===== src/hw/rtl/psrg_pkg.sv =====
`default_nettype none

package psrg_pkg;

    // Field widths of the bin and result requests.
    localparam int TRAIN_W = 8;
    localparam int RATE_W  = 17;
    localparam int DRAW_W  = 16;
    localparam int CFG_W   = 10;

    // Entries in the queue between the classifying front and the counting back.
    localparam int QUEUE_DEPTH = 2;

endpackage

`default_nettype wire


===== src/hw/rtl/psrg_if.sv =====
`default_nettype none

interface psrg_in_if
    import psrg_pkg::*;
();
    logic               valid;
    logic               ready;
    logic [TRAIN_W-1:0] train_index;
    logic               first_bin;
    logic [RATE_W-1:0]  rate_q16;
    logic [DRAW_W-1:0]  spike_draw;
    logic [DRAW_W-1:0]  refrac_draw;

    modport source (
        output valid, train_index, first_bin, rate_q16, spike_draw, refrac_draw,
        input  ready
    );
    modport sink (
        input  valid, train_index, first_bin, rate_q16, spike_draw, refrac_draw,
        output ready
    );
endinterface

interface psrg_out_if
    import psrg_pkg::*;
();
    logic               valid;
    logic               ready;
    logic [TRAIN_W-1:0] train_out;
    logic               spike;
    logic               in_refractory;

    modport source (
        output valid, train_out, spike, in_refractory,
        input  ready
    );
    modport sink (
        input  valid, train_out, spike, in_refractory,
        output ready
    );
endinterface

`default_nettype wire


===== src/hw/rtl/psrg_front.sv =====
`default_nettype none

module psrg_front
    import psrg_pkg::*;
#(
    parameter int NUM_TRAINS     = 256,
    parameter int PROB_FRAC_BITS = 16,
    parameter int REFRAC_BITS    = 10,
    parameter int SLOT_W         = 8,
    parameter int ENTRY_W        = 36
)
(
    input  wire logic               clk,
    input  wire logic               rst_n,
    input  wire logic               cfg_wen,
    input  wire logic [CFG_W-1:0]   cfg_wdata,
    psrg_in_if.sink                 bin_in,
    input  wire logic               queue_full,
    input  wire logic               clear_busy,
    output logic                    push,
    output logic [ENTRY_W-1:0]      push_data
);

    localparam int CNT_W  = REFRAC_BITS + 1;
    localparam int LHS_W  = RATE_W + DRAW_W;
    localparam int RHS_W  = DRAW_W + 1 + PROB_FRAC_BITS;
    localparam int CMP_W  = (LHS_W > RHS_W) ? LHS_W : RHS_W;
    localparam int PROD_W = DRAW_W + 1 + REFRAC_BITS;

    logic [CFG_W-1:0]       cfg_reg;
    logic [SLOT_W-1:0]      slot;
    logic [CMP_W-1:0]       prob_one;
    logic [CMP_W-1:0]       rate_ext;
    logic [CMP_W-1:0]       prob;
    logic [CMP_W-1:0]       lhs;
    logic [CMP_W-1:0]       rhs;
    logic                   fire;
    logic [REFRAC_BITS-1:0] dead_base;
    logic [PROD_W-1:0]      prod;
    logic [CNT_W-1:0]       dead;

    always_ff @(posedge clk or negedge rst_n)
    begin
        if (!rst_n)
        begin
            cfg_reg <= '0;
        end
        else if (cfg_wen)
        begin
            cfg_reg <= cfg_wdata;
        end
    end

    // Trains beyond the state depth fold back onto it; for fewer than 256
    // trains the fold is a constant table over the 8-bit index.
    generate
        if (NUM_TRAINS >= 256)
        begin : g_direct
            assign slot = SLOT_W'(bin_in.train_index);
        end
        else
        begin : g_fold
            logic [SLOT_W-1:0] slot_lut [256];
            for (genvar i = 0; i < 256; i++)
            begin : g_lut
                assign slot_lut[i] = SLOT_W'(i % NUM_TRAINS);
            end
            assign slot = slot_lut[bin_in.train_index];
        end
    endgenerate

    // Spike test p > (d+1)/2^16, cross-multiplied so that no rounding enters.
    always_comb
    begin
        prob_one = CMP_W'(1) << PROB_FRAC_BITS;
        rate_ext = CMP_W'(bin_in.rate_q16);
        prob     = (rate_ext > prob_one) ? prob_one : rate_ext;
        lhs      = prob << DRAW_W;
        rhs      = (CMP_W'(bin_in.spike_draw) + CMP_W'(1)) << PROB_FRAC_BITS;
        fire     = lhs > rhs;
    end

    always_comb
    begin
        dead_base = REFRAC_BITS'(cfg_reg);
        prod      = (PROD_W'(bin_in.refrac_draw) + PROD_W'(1)) * PROD_W'(dead_base);
        dead      = CNT_W'(dead_base) + prod[PROD_W-1:DRAW_W];
    end

    assign bin_in.ready = !queue_full && !clear_busy;
    assign push         = bin_in.valid && bin_in.ready;
    assign push_data    = {bin_in.train_index, slot, bin_in.first_bin, fire, dead};

endmodule

`default_nettype wire


===== src/hw/rtl/psrg_queue.sv =====
`default_nettype none

module psrg_queue
    import psrg_pkg::*;
#(
    parameter int WIDTH = 36,
    parameter int DEPTH = 2
)
(
    input  wire logic             clk,
    input  wire logic             rst_n,
    input  wire logic             push,
    input  wire logic [WIDTH-1:0] push_data,
    output logic                  full,
    input  wire logic             pop,
    output logic                  pop_valid,
    output logic [WIDTH-1:0]      pop_data
);

    localparam int PTR_W   = (DEPTH > 1) ? $clog2(DEPTH) : 1;
    localparam int COUNT_W = $clog2(DEPTH + 1);

    logic [WIDTH-1:0]   entries_reg [DEPTH];
    logic [PTR_W-1:0]   wr_ptr_reg;
    logic [PTR_W-1:0]   wr_ptr_next;
    logic [PTR_W-1:0]   rd_ptr_reg;
    logic [PTR_W-1:0]   rd_ptr_next;
    logic [COUNT_W-1:0] count_reg;
    logic [COUNT_W-1:0] count_next;

    always_comb
    begin
        wr_ptr_next = wr_ptr_reg;
        rd_ptr_next = rd_ptr_reg;
        count_next  = count_reg;
        if (push)
        begin
            wr_ptr_next = (wr_ptr_reg == PTR_W'(DEPTH - 1)) ? '0 : wr_ptr_reg + PTR_W'(1);
        end
        if (pop)
        begin
            rd_ptr_next = (rd_ptr_reg == PTR_W'(DEPTH - 1)) ? '0 : rd_ptr_reg + PTR_W'(1);
        end
        if (push && !pop)
        begin
            count_next = count_reg + COUNT_W'(1);
        end
        else if (pop && !push)
        begin
            count_next = count_reg - COUNT_W'(1);
        end
    end

    always_ff @(posedge clk or negedge rst_n)
    begin
        if (!rst_n)
        begin
            wr_ptr_reg <= '0;
            rd_ptr_reg <= '0;
            count_reg  <= '0;
        end
        else
        begin
            wr_ptr_reg <= wr_ptr_next;
            rd_ptr_reg <= rd_ptr_next;
            count_reg  <= count_next;
        end
    end

    always_ff @(posedge clk)
    begin
        if (push)
        begin
            entries_reg[wr_ptr_reg] <= push_data;
        end
    end

    assign full      = (count_reg == COUNT_W'(DEPTH));
    assign pop_valid = (count_reg != '0);
    assign pop_data  = entries_reg[rd_ptr_reg];

endmodule

`default_nettype wire


===== src/hw/rtl/psrg_back.sv =====
`default_nettype none

module psrg_back
    import psrg_pkg::*;
#(
    parameter int NUM_TRAINS  = 256,
    parameter int REFRAC_BITS = 10,
    parameter int SLOT_W      = 8,
    parameter int ENTRY_W     = 36
)
(
    input  wire logic               clk,
    input  wire logic               rst_n,
    input  wire logic               queue_valid,
    input  wire logic [ENTRY_W-1:0] queue_data,
    output logic                    pop,
    output logic                    clear_busy,
    psrg_out_if.source              bin_out
);

    localparam int CNT_W = REFRAC_BITS + 1;

    // Fields of the request at the head of the queue.
    logic [TRAIN_W-1:0] q_train;
    logic [SLOT_W-1:0]  q_slot;
    logic               q_first;
    logic               q_fire;
    logic [CNT_W-1:0]   q_dead;

    logic [CNT_W-1:0]   count_mem [NUM_TRAINS];
    logic [CNT_W-1:0]   mem_rd_reg;
    logic               fwd_hit_reg;
    logic [CNT_W-1:0]   fwd_val_reg;

    logic               clear_busy_reg;
    logic [SLOT_W-1:0]  clear_addr_reg;

    logic               b1_valid_reg;
    logic [TRAIN_W-1:0] b1_train_reg;
    logic [SLOT_W-1:0]  b1_slot_reg;
    logic               b1_first_reg;
    logic               b1_fire_reg;
    logic [CNT_W-1:0]   b1_dead_reg;

    logic               out_valid_reg;
    logic [TRAIN_W-1:0] out_train_reg;
    logic               out_spike_reg;
    logic               out_refr_reg;

    logic               commit;
    logic               b1_load;
    logic [CNT_W-1:0]   stored;
    logic [CNT_W-1:0]   cnt;
    logic               refr;
    logic               spike;
    logic [CNT_W-1:0]   new_cnt;
    logic               mem_we;
    logic [SLOT_W-1:0]  mem_wa;
    logic [CNT_W-1:0]   mem_wd;

    assign {q_train, q_slot, q_first, q_fire, q_dead} = queue_data;

    assign commit  = b1_valid_reg && (!out_valid_reg || bin_out.ready);
    assign b1_load = queue_valid && !clear_busy_reg && (!b1_valid_reg || commit);
    assign pop     = b1_load;

    // A countdown written by the committing request while the next one reads
    // the same train comes from the forward path, not from the stale read.
    always_comb
    begin
        stored  = fwd_hit_reg ? fwd_val_reg : mem_rd_reg;
        cnt     = b1_first_reg ? '0 : stored;
        refr    = (cnt != '0);
        spike   = !refr && b1_fire_reg;
        new_cnt = refr ? (cnt - CNT_W'(1)) : (b1_fire_reg ? b1_dead_reg : '0);
    end

    always_comb
    begin
        mem_we = commit || clear_busy_reg;
        mem_wa = clear_busy_reg ? clear_addr_reg : b1_slot_reg;
        mem_wd = clear_busy_reg ? '0 : new_cnt;
    end

    always_ff @(posedge clk)
    begin
        if (mem_we)
        begin
            count_mem[mem_wa] <= mem_wd;
        end
        if (b1_load)
        begin
            mem_rd_reg <= count_mem[q_slot];
        end
    end

    always_ff @(posedge clk)
    begin
        if (b1_load)
        begin
            fwd_hit_reg  <= commit && (b1_slot_reg == q_slot);
            fwd_val_reg  <= new_cnt;
            b1_train_reg <= q_train;
            b1_slot_reg  <= q_slot;
            b1_first_reg <= q_first;
            b1_fire_reg  <= q_fire;
            b1_dead_reg  <= q_dead;
        end
        if (commit)
        begin
            out_train_reg <= b1_train_reg;
            out_spike_reg <= spike;
            out_refr_reg  <= refr;
        end
    end

    always_ff @(posedge clk or negedge rst_n)
    begin
        if (!rst_n)
        begin
            clear_busy_reg <= 1'b1;
            clear_addr_reg <= '0;
            b1_valid_reg   <= 1'b0;
            out_valid_reg  <= 1'b0;
        end
        else
        begin
            if (clear_busy_reg)
            begin
                if (clear_addr_reg == SLOT_W'(NUM_TRAINS - 1))
                begin
                    clear_busy_reg <= 1'b0;
                end
                else
                begin
                    clear_addr_reg <= clear_addr_reg + SLOT_W'(1);
                end
            end
            if (b1_load)
            begin
                b1_valid_reg <= 1'b1;
            end
            else if (commit)
            begin
                b1_valid_reg <= 1'b0;
            end
            if (commit)
            begin
                out_valid_reg <= 1'b1;
            end
            else if (bin_out.ready)
            begin
                out_valid_reg <= 1'b0;
            end
        end
    end

    assign clear_busy            = clear_busy_reg;
    assign bin_out.valid         = out_valid_reg;
    assign bin_out.train_out     = out_train_reg;
    assign bin_out.spike         = out_spike_reg;
    assign bin_out.in_refractory = out_refr_reg;

endmodule

`default_nettype wire


===== src/hw/rtl/poisson_spike_refractory_gen_core.sv =====
// Path: an accepted bin request passes the queue, working stage and output register;
// a stalled result side holds it. Throughput: one bin per cycle while results are
// taken, sustained through the per-train countdown memory, a read-modify-write with
// one read and one write each cycle and a forward between neighbouring bins.
// Reset: asynchronous, active low; the dead-time register returns to 0 and a clearing
// pass then zeroes the countdown memory, entry by entry, with input ready low.
`default_nettype none

module poisson_spike_refractory_gen_core
    import psrg_pkg::*;
#(
    parameter int NUM_TRAINS     = 256,
    parameter int PROB_FRAC_BITS = 16,
    parameter int REFRAC_BITS    = 10
)
(
    input  wire logic             clk,
    input  wire logic             rst_n,
    input  wire logic             cfg_wen,
    input  wire logic [CFG_W-1:0] cfg_wdata,
    psrg_in_if.sink               bin_in,
    psrg_out_if.source            bin_out
);

    localparam int SLOT_W  = (NUM_TRAINS > 1) ? $clog2(NUM_TRAINS) : 1;
    localparam int CNT_W   = REFRAC_BITS + 1;
    localparam int ENTRY_W = TRAIN_W + SLOT_W + 2 + CNT_W;

    logic               push;
    logic [ENTRY_W-1:0] push_data;
    logic               queue_full;
    logic               pop;
    logic               queue_valid;
    logic [ENTRY_W-1:0] queue_data;
    logic               clear_busy;

    psrg_front #(
        .NUM_TRAINS     (NUM_TRAINS),
        .PROB_FRAC_BITS (PROB_FRAC_BITS),
        .REFRAC_BITS    (REFRAC_BITS),
        .SLOT_W         (SLOT_W),
        .ENTRY_W        (ENTRY_W)
    ) u_front (
        .clk        (clk),
        .rst_n      (rst_n),
        .cfg_wen    (cfg_wen),
        .cfg_wdata  (cfg_wdata),
        .bin_in     (bin_in),
        .queue_full (queue_full),
        .clear_busy (clear_busy),
        .push       (push),
        .push_data  (push_data)
    );

    psrg_queue #(
        .WIDTH (ENTRY_W),
        .DEPTH (QUEUE_DEPTH)
    ) u_queue (
        .clk       (clk),
        .rst_n     (rst_n),
        .push      (push),
        .push_data (push_data),
        .full      (queue_full),
        .pop       (pop),
        .pop_valid (queue_valid),
        .pop_data  (queue_data)
    );

    psrg_back #(
        .NUM_TRAINS  (NUM_TRAINS),
        .REFRAC_BITS (REFRAC_BITS),
        .SLOT_W      (SLOT_W),
        .ENTRY_W     (ENTRY_W)
    ) u_back (
        .clk         (clk),
        .rst_n       (rst_n),
        .queue_valid (queue_valid),
        .queue_data  (queue_data),
        .pop         (pop),
        .clear_busy  (clear_busy),
        .bin_out     (bin_out)
    );

endmodule

`default_nettype wire


===== src/flat_wrapper.sv =====
// flat-port wrapper written by rule: the top's interface ports become plain ports
module poisson_spike_refractory_gen_core_flat import psrg_pkg::*;
#(
    parameter int NUM_TRAINS     = 256,
    parameter int PROB_FRAC_BITS = 16,
    parameter int REFRAC_BITS    = 10
)
  (clk, rst_n, cfg_wen, cfg_wdata, bin_in_valid, bin_in_train_index, bin_in_first_bin, bin_in_rate_q16, bin_in_spike_draw, bin_in_refrac_draw, bin_in_ready, bin_out_valid, bin_out_train_out, bin_out_spike, bin_out_in_refractory, bin_out_ready);
  psrg_in_if bin_in_i ();
  psrg_out_if bin_out_i ();
  input  wire logic clk;
  input  wire logic rst_n;
  input  wire logic cfg_wen;
  input  wire logic [CFG_W-1:0] cfg_wdata;
  input wire logic [$bits(bin_in_i.valid)-1:0] bin_in_valid;
  input wire logic [$bits(bin_in_i.train_index)-1:0] bin_in_train_index;
  input wire logic [$bits(bin_in_i.first_bin)-1:0] bin_in_first_bin;
  input wire logic [$bits(bin_in_i.rate_q16)-1:0] bin_in_rate_q16;
  input wire logic [$bits(bin_in_i.spike_draw)-1:0] bin_in_spike_draw;
  input wire logic [$bits(bin_in_i.refrac_draw)-1:0] bin_in_refrac_draw;
  output wire logic [$bits(bin_in_i.ready)-1:0] bin_in_ready;
  output wire logic [$bits(bin_out_i.valid)-1:0] bin_out_valid;
  output wire logic [$bits(bin_out_i.train_out)-1:0] bin_out_train_out;
  output wire logic [$bits(bin_out_i.spike)-1:0] bin_out_spike;
  output wire logic [$bits(bin_out_i.in_refractory)-1:0] bin_out_in_refractory;
  input wire logic [$bits(bin_out_i.ready)-1:0] bin_out_ready;
  assign bin_in_i.valid = bin_in_valid;
  assign bin_in_i.train_index = bin_in_train_index;
  assign bin_in_i.first_bin = bin_in_first_bin;
  assign bin_in_i.rate_q16 = bin_in_rate_q16;
  assign bin_in_i.spike_draw = bin_in_spike_draw;
  assign bin_in_i.refrac_draw = bin_in_refrac_draw;
  assign bin_in_ready = bin_in_i.ready;
  assign bin_out_valid = bin_out_i.valid;
  assign bin_out_train_out = bin_out_i.train_out;
  assign bin_out_spike = bin_out_i.spike;
  assign bin_out_in_refractory = bin_out_i.in_refractory;
  assign bin_out_i.ready = bin_out_ready;
  poisson_spike_refractory_gen_core #(.NUM_TRAINS(NUM_TRAINS), .PROB_FRAC_BITS(PROB_FRAC_BITS), .REFRAC_BITS(REFRAC_BITS)) u_core (.clk(clk), .rst_n(rst_n), .cfg_wen(cfg_wen), .cfg_wdata(cfg_wdata), .bin_in(bin_in_i), .bin_out(bin_out_i));
endmodule

===== config.mk =====
export PLATFORM = sky130hd
export DESIGN_NAME = poisson_spike_refractory_gen_core_flat
export DESIGN_NICKNAME = d
export VERILOG_FILES = /design/src/hw/rtl/psrg_pkg.sv /design/src/hw/rtl/psrg_if.sv /design/src/hw/rtl/psrg_front.sv /design/src/hw/rtl/psrg_queue.sv /design/src/hw/rtl/psrg_back.sv /design/src/hw/rtl/poisson_spike_refractory_gen_core.sv /design/src/flat_wrapper.sv
export SDC_FILE = /design/constraint.sdc
export NUM_CORES = 2
export LEC_CHECK = 0
export ABC_CLOCK_PERIOD_IN_PS = 11600
export BUFFER_PORTS_ARGS = -buffer_cell sky130_fd_sc_hd__buf_2
export CAP_MARGIN = 20
export CORE_ASPECT_RATIO = 1.75
export CORE_MARGIN = 10
export CORE_UTILIZATION = 50
export CTS_BUF_LIST = sky130_fd_sc_hd__clkbuf_4
export CTS_CLUSTER_SIZE = 16
export DETAILED_ROUTE_END_ITERATION = 8
export PLACE_DENSITY = 0.65
export SLEW_MARGIN = 20
export SYNTH_ARGS = -nofsm -noshare
export SYNTH_HDL_FRONTEND = slang
export SYNTH_SLANG_ARGS = --single-unit

===== constraint.sdc =====
create_clock -name clk -period 11.6 [get_ports clk]
set_input_delay 1.74 -clock clk [delete_from_list [all_inputs] [get_ports clk]]
set_output_delay 1.74 -clock clk [all_outputs]
set_load 0.005 [all_outputs]

; ---- Yosys cells after proc, flatten, opt, wreduce, memory -nomap -nowiden
; Memories as Yosys holds them, arrays and structs flattened. A register that Yosys moved wholly into a read port is not among the register bits.
; Cells that the tools add are included.
[totals]
n_memories = 2
mem_bits_rw = 2874
regBits = 76
output_inout_bits = 12
inputBits = 73
word_cells = 82
[mem_list]
columns = memory, depth, word_bits, rd, rd_clocked_by_memory_dff, write_ports, line_no
row1 = u_core.u_back.count_mem, 256, 11, 1, 1, 1, psrg_back.sv:30  ; logic [CNT_W-1:0] count_mem [NUM_TRAINS];
row2 = u_core.u_queue.entries_reg, 2, 29, 1, 0, 1, psrg_queue.sv:23  ; logic [WIDTH-1:0] entries_reg [DEPTH];
[op_classes]
n_eq_ne = 3
addsub = 9
n_reduce_logical = 25
n_lt_le_gt_ge = 2
n_bitwise = 1
mux = 21
multipliers = 1
[ops]
columns = operator, n
row1 = $mux 11, 5
row2 = $add 16x1->17 const B, 2
row3 = $gt 33x33->1, 1
row4 = $mul 17x10->27, 1
row5 = $gt 17x17->1 const B, 1
row6 = $mux 17, 1
row7 = $mux 1, 12
row8 = $add 10x11->11, 1
row9 = $reduce_bool 11->1, 1
row10 = $sub 11x1->11 const B, 1
row11 = $logic_and 1x1->1, 9
row12 = $add 8x1->8 const B, 1
row13 = $eq 8x8->1, 1
row14 = $eq 8x8->1 const B, 1
row15 = $mux 8, 1
row16 = $reduce_bool 2->1, 4
row17 = $logic_not 1->1, 7
row18 = $mux 2, 2
row19 = $logic_or 1x1->1, 3
row20 = $add 1x1->1 const B, 2
row21 = $add 2x1->2 const B, 1
row22 = $eq 2x2->1 const B, 1
row23 = $reduce_and 2->1, 1
row24 = $sub 2x1->2 const B, 1
row25 = $not 1->1, 1

; ---- Logic depth before layout (Yosys ltp)
[logic_depth]
word_depth = 8
mapped_depth = 34
ltp_nobuf = 34

; ---- Cells and area by module
; A second synthesis with hierarchy kept.
[hier_totals]
cells_unflattened = 6268
hier_area_um2 = 121651.7
[modules_own_cells]
columns = mod, area_per_inst_um2, seq_area_each_um2, cells_per_inst, n_inst
row1 = psrg_back, 112280.2, 86699.4, 5355, 1
row2 = psrg_front, 6971.7, 250.2, 807, 1
row3 = psrg_queue, 2399.8, 1841.8, 106, 1

; ---- Worst setup path after synthesis
; Ideal clock, no wire load.
[synth_path]
path_type = reg-to-reg
startpoint = register u_core.u_back.fwd_hit_reg
endpoint = memory u_core.u_back.count_mem[0][1] in the netlist's numbering, data pin
setup_ps = 1449
setup_slack_ps = 1153
arrival_time_ps = 8998
period_less_slack_ps = 10447
stages_incl_launch_ff = 15
path_cell_list = edfxtp_1 > clkbuf_1 > buf_1 > mux2i_1 > nor2_1 > inv_1 > ha_1 > o21ai_0 > or2_2 > nor4_1 > and2_1 > clkbuf_1 > nand3_1 > o21ai_0 > nor2b_1
[synth_via]
elab_chain_len = 5
[synth_rtl]
columns = item, line_no
row1 = start: declaration, psrg_back.sv:32  ; logic fwd_hit_reg;
row2 = start signal: assignment, psrg_back.sv:101  ; fwd_hit_reg <= commit && (b1_slot_reg == q_slot);
row3 = $mux 11 (*), psrg_back.sv:71  ; stored = fwd_hit_reg ? fwd_val_reg : mem_rd_reg;
row4 = $mux 11 (*), psrg_back.sv:72  ; cnt = b1_first_reg ? '0 : stored;
row5 = $sub 11x1->11 / $reduce_bool 11->1 (equally long branches), "psrg_back.sv:75, psrg_back.sv:73"
row6 = $mux 11 (*), psrg_back.sv:75  ; new_cnt = refr ? (cnt - CNT_W'(1)) : (b1_fire_reg ? b1_dead_reg : '0);
row7 = via u_core.u_back.new_cnt[1], psrg_back.sv:56  ; logic [CNT_W-1:0] new_cnt;
row8 = $mux 11 (*), psrg_back.sv:82  ; mem_wd = clear_busy_reg ? '0 : new_cnt;
row9 = via u_core.u_back.mem_wd[1], psrg_back.sv:59  ; logic [CNT_W-1:0] mem_wd;
row10 = end: declaration, psrg_back.sv:30
; The timed path passes the listed nets; every way through them passes the cells marked *.

; ---- Final worst setup path
[layout_path]
startpoint = input bin_in_refrac_draw[0]
endpoint = memory u_core.u_queue.entries_reg[1][10] in the netlist's numbering, data pin
[layout_via]
elab_chain_len = 3
[layout_rtl]
columns = item, line_no
row1 = start: declaration, flat_wrapper.sv:20  ; input wire logic [$bits(bin_in_i.refrac_draw)-1:0] bin_in_refrac_draw;
row2 = $add 16x1->17, psrg_front.sv:86  ; prod = (PROD_W'(bin_in.refrac_draw) + PROD_W'(1)) * PROD_W'(dead_base);
row3 = $mul 17x10->27, psrg_front.sv:86
row4 = $add 10x11->11, psrg_front.sv:87  ; dead = CNT_W'(dead_base) + prod[PROD_W-1:DRAW_W];
row5 = via u_core.push_data[10], poisson_spike_refractory_gen_core.sv:30  ; logic [ENTRY_W-1:0] push_data;
row6 = end: declaration, psrg_queue.sv:23
; The timed path passes the listed nets, and every way through them passes these cells.

==> flow_metrics.tcl <==
set metrics [dict create \
    status "complete, no violations" \
    detailedPlacementHpwl_mm 216 \
    clock_latency_ns 1.35 \
    crit_type "input port to flip-flop" \
    post-layout-total-power_uw 40500 \
    final_worst_path_period_need_ns 9.17 \
    routed_wl_mm 363 \
    largest_register_ffs 2816 \
    crit_path_max_fanout 14 \
    grt-ovfl-total 0 \
    r2r_end "u_core.u_queue.entries_reg[1][10]$_DFFE_PP_" \
    floorplan.die.height_um 674 \
    core-area_sq_um 243000 \
    crit_path_end_kind "flip-flop" \
    p_per_area_nw_per_um2 300 \
    drt-wirelength-per-cell_um 29.1 \
    clk_root_buffer_cell "clkbuf_4" \
    post-cts-setup-buffer-count 0 \
    drt_first_pass_iters 8 \
    vias_per_cell 6.18 \
    remaining_drc_errors 0 \
    worst_slew_pin_slew_ns 1.30 \
    initial_cell_density_of_the_core_pct 50.3 \
    drive_gt1_share_pct 17.4 \
    maxSlewViolCount 0 \
    final.fill_count 19494 \
    ys_seq_area_share_pct 72.2 \
    drt-initial-drc-count 8385 \
    placement_rows 239 \
    cts-root-to-sink-buffers 4 \
    timing.final.hold_violations 0 \
    cts.htree.levels 6 \
    synth.avg_cell_area_sq_um 14.6 \
    r2r_cells 29 \
    max_stage_delay_ns 0.75 \
    clkSlewWorstSetupHoldPaths_ns 0.07 \
    rsz0062_at_grt "false" \
    postCtsResizedCells 0 \
    worst_ir_drop_vdd_mv 0.465 \
    critPathTopFamily "adder cells" \
    worst_r2r_startpoint "u_core.u_front.cfg_reg[2]$_DFFE_PN0P_" \
    worstPathArrival_ns 10.21 \
    ant_nets 0 \
    numPortBuffers 84 \
    worst-path-buf-inv 4 \
    max-cap-violations 0 \
    clkSinkCount 2937 \
    grt.total_usage_pct 26.6 \
    mappedNetlistArea_sq_um 122000 \
    timing.final.setup_violations 0 \
    synth_top_flop_cell "edfxtp_1" \
    tritoncts_clock_tree "yes" \
    post_synth_cell_types 70 \
    min_path_type "input port to async pin" \
    synth.net_count 8630 \
    cpMostUsedCell "fa_1" \
    global_route_wire_length_before_repair_mm 524 \
    synth_seq_cells 2937 \
    first_global_vias 77926 \
    synth-warning-count 0 \
    fin_worst_hold_slack_ns 0.411 \
    globalplace.congestion 0.873 \
    number_of_nets_in_the_layout 9079 \
    reg2reg_setup_slack_ns 3.43 \
    io_pins 85 \
    required_ns 12.64 \
    numCtsBuffers 638 \
    flow.area_growth_from_synthesis_pct 10.6 \
    postCtsHoldBufs 0 \
    floorplan.die.width_um 393 \
    finClkSkew_ns 0.0932 \
    maximum_clock_frequency_ghz 0.109 \
    synthCells 8346 \
    startpoint_type "input port" \
    count_of_flip_flops_with_a_built_in_enable_after_synthesis 2912 \
    die-area_sq_um 265000 \
    routed-via-count 77306 \
    grt_start_max_net_pins 190 \
    total_leakage_power_uw 0.0467 \
    setup-tns-final_ns 0 \
    fin_util_pct 55.7 \
    synth_async_sr_flop_share_pct 0.851 \
    max_slew_margin_pct 10.9 \
    timing.final.crit_share_pct 79.0 \
    critical-path-slowest-cell "xor2_1" \
    grt_antenna_before_repair 16 \
]
-- Yosys cell counts, types with 9 or more instances --
library cell	number	share of area, %
nor2b_1	41	0.21
o22ai_1	70	0.36
o32ai_1	10	0.072
buf_4	35	0.22
xor2_1	27	0.19
nor2_1	336	1.0
nor4_1	53	0.27
nand2_1	1507	4.6
or4_1	9	0.055
ha_1	93	0.95
nand3_1	401	1.6
a21oi_1	489	2.0
edfxtp_1	2912	72
and2_1	81	0.42
and3_1	74	0.38
a41oi_1	15	0.11
o211ai_1	15	0.092
buf_1	71	0.22
nand4_1	45	0.23
nor3_1	111	0.46
buf_2	126	0.52
dfrtp_1	24	0.49
a2111oi_0	40	0.29
o21ai_0	68	0.28
o221ai_1	218	1.6
inv_1	155	0.48
clkbuf_1	275	0.85
mux2i_1	520	4.3
o21a_1	10	0.062
mux2_2	23	0.21
a211oi_1	11	0.068
xnor2_1	44	0.32
fa_1	118	1.9
o311ai_0	12	0.086
mux4_2	120	2.2
a31oi_1	55	0.28
a311oi_1	24	0.17
-- report_power, final --
part | switching, uW | internal (uW) | leakage (uW)
combinational | 12300 | 3720 | 0.0153
sequential | 196 | 16400 | 0.0267
clock | 3910 | 3990 | 0.00475
-- how the worst max path moves through the flow --
stage,cells after the start,from,endpoint,slack [ns]
after detailed placement,31,bin_in_refrac_draw[0],u_core.u_queue.entries_reg[1][10]$_DFFE_PP_,1.07
after global placement,31,bin_in_refrac_draw[0],u_core.u_queue.entries_reg[0][10]$_DFFE_PP_,0.98
final,31,bin_in_refrac_draw[0],u_core.u_queue.entries_reg[1][10]$_DFFE_PP_,2.43
after floorplan,14,u_core.u_back.fwd_hit_reg$_DFFE_PP_,u_core.u_back.count_mem[0][1]$_DFFE_PP_,1.15
after CTS,31,bin_in_refrac_draw[0],u_core.u_queue.entries_reg[1][10]$_DFFE_PP_,2.44
after global routing,31,bin_in_refrac_draw[0],u_core.u_queue.entries_reg[1][10]$_DFFE_PP_,1.65
-- cells in the final DEF, fill, tap and decap left out, types with 15 or more instances in the layout --
master,n
xor2_1,27
edfxtp_1,2912
o21ai_0,66
nand2_2,16
mux2i_1,514
diode_2,16
a2111oi_0,36
and2_1,81
nand2_1,1491
and3_1,73
bufinv_16,16
clkinv_1,115
inv_1,154
ha_1,93
nand3_1,401
nor2b_1,30
mux2_2,23
buf_4,206
inv_2,16
o22ai_1,70
dfrtp_1,23
a31oi_1,55
fa_1,118
nor2_2,108
nor3_1,111
nor4_1,52
o221ai_1,218
a311oi_1,23
buf_2,85
mux4_2,120
xnor2_1,44
buf_12,19
o211ai_1,15
nor2_1,227
clkbuf_4,919
a41oi_1,15
nand4_1,45
a21oi_1,487
-- cells by family after synthesis --
logic type                 Yosys count  synth area share, %
DFF                               2937                 72.2
and+or+nand+nor                   2679                 9.44
AOI/OAI and AO/OA                 1115                 5.99
buffers and inverters              669                 2.30
muxes                              664                 6.71
adders and majority gates          211                 2.89
xor gates and xnor gates            71                0.510
-- metrics by stage --
step                instance area (sq um)  std cells  setup WS (ns)
finish                             135000      12507           2.43
detailed placement                 127000      11383           1.07
global route                       135000      12496           1.65
global placement                   126000      11377          0.980
floorplan                          122000       8346           1.15
CTS                                135000      12466           2.44
-- layer usage --
layer	GRT usage (%)	vias to the layer above	wire length, um
met5	0	-	87
met4	17.9	12	25700
met3	4.86	1095	31500
met2	45.6	4443	183000
met1	30.4	38945	123000
li1	-	32811	-
-- final cells by class --
| cell class | count | area (sq um) | area share (%) |
|---|---|---|---|
| Sequential cell | 2937 | 88100 | 65.2 |
| Multi-Input combinational cell | 4740 | 31800 | 23.5 |
| Clock buffer | 919 | 6900 | 5.11 |
| Tap cell | 3253 | 4070 | 3.01 |
| Timing Repair Buffer | 317 | 2460 | 1.82 |
| Clock inverter | 164 | 1090 | 0.805 |
| Inverter | 161 | 634 | 0.470 |
| Antenna cell | 16 | 40.0 | 0.0297 |
Power figures use the tool's default switching activity.
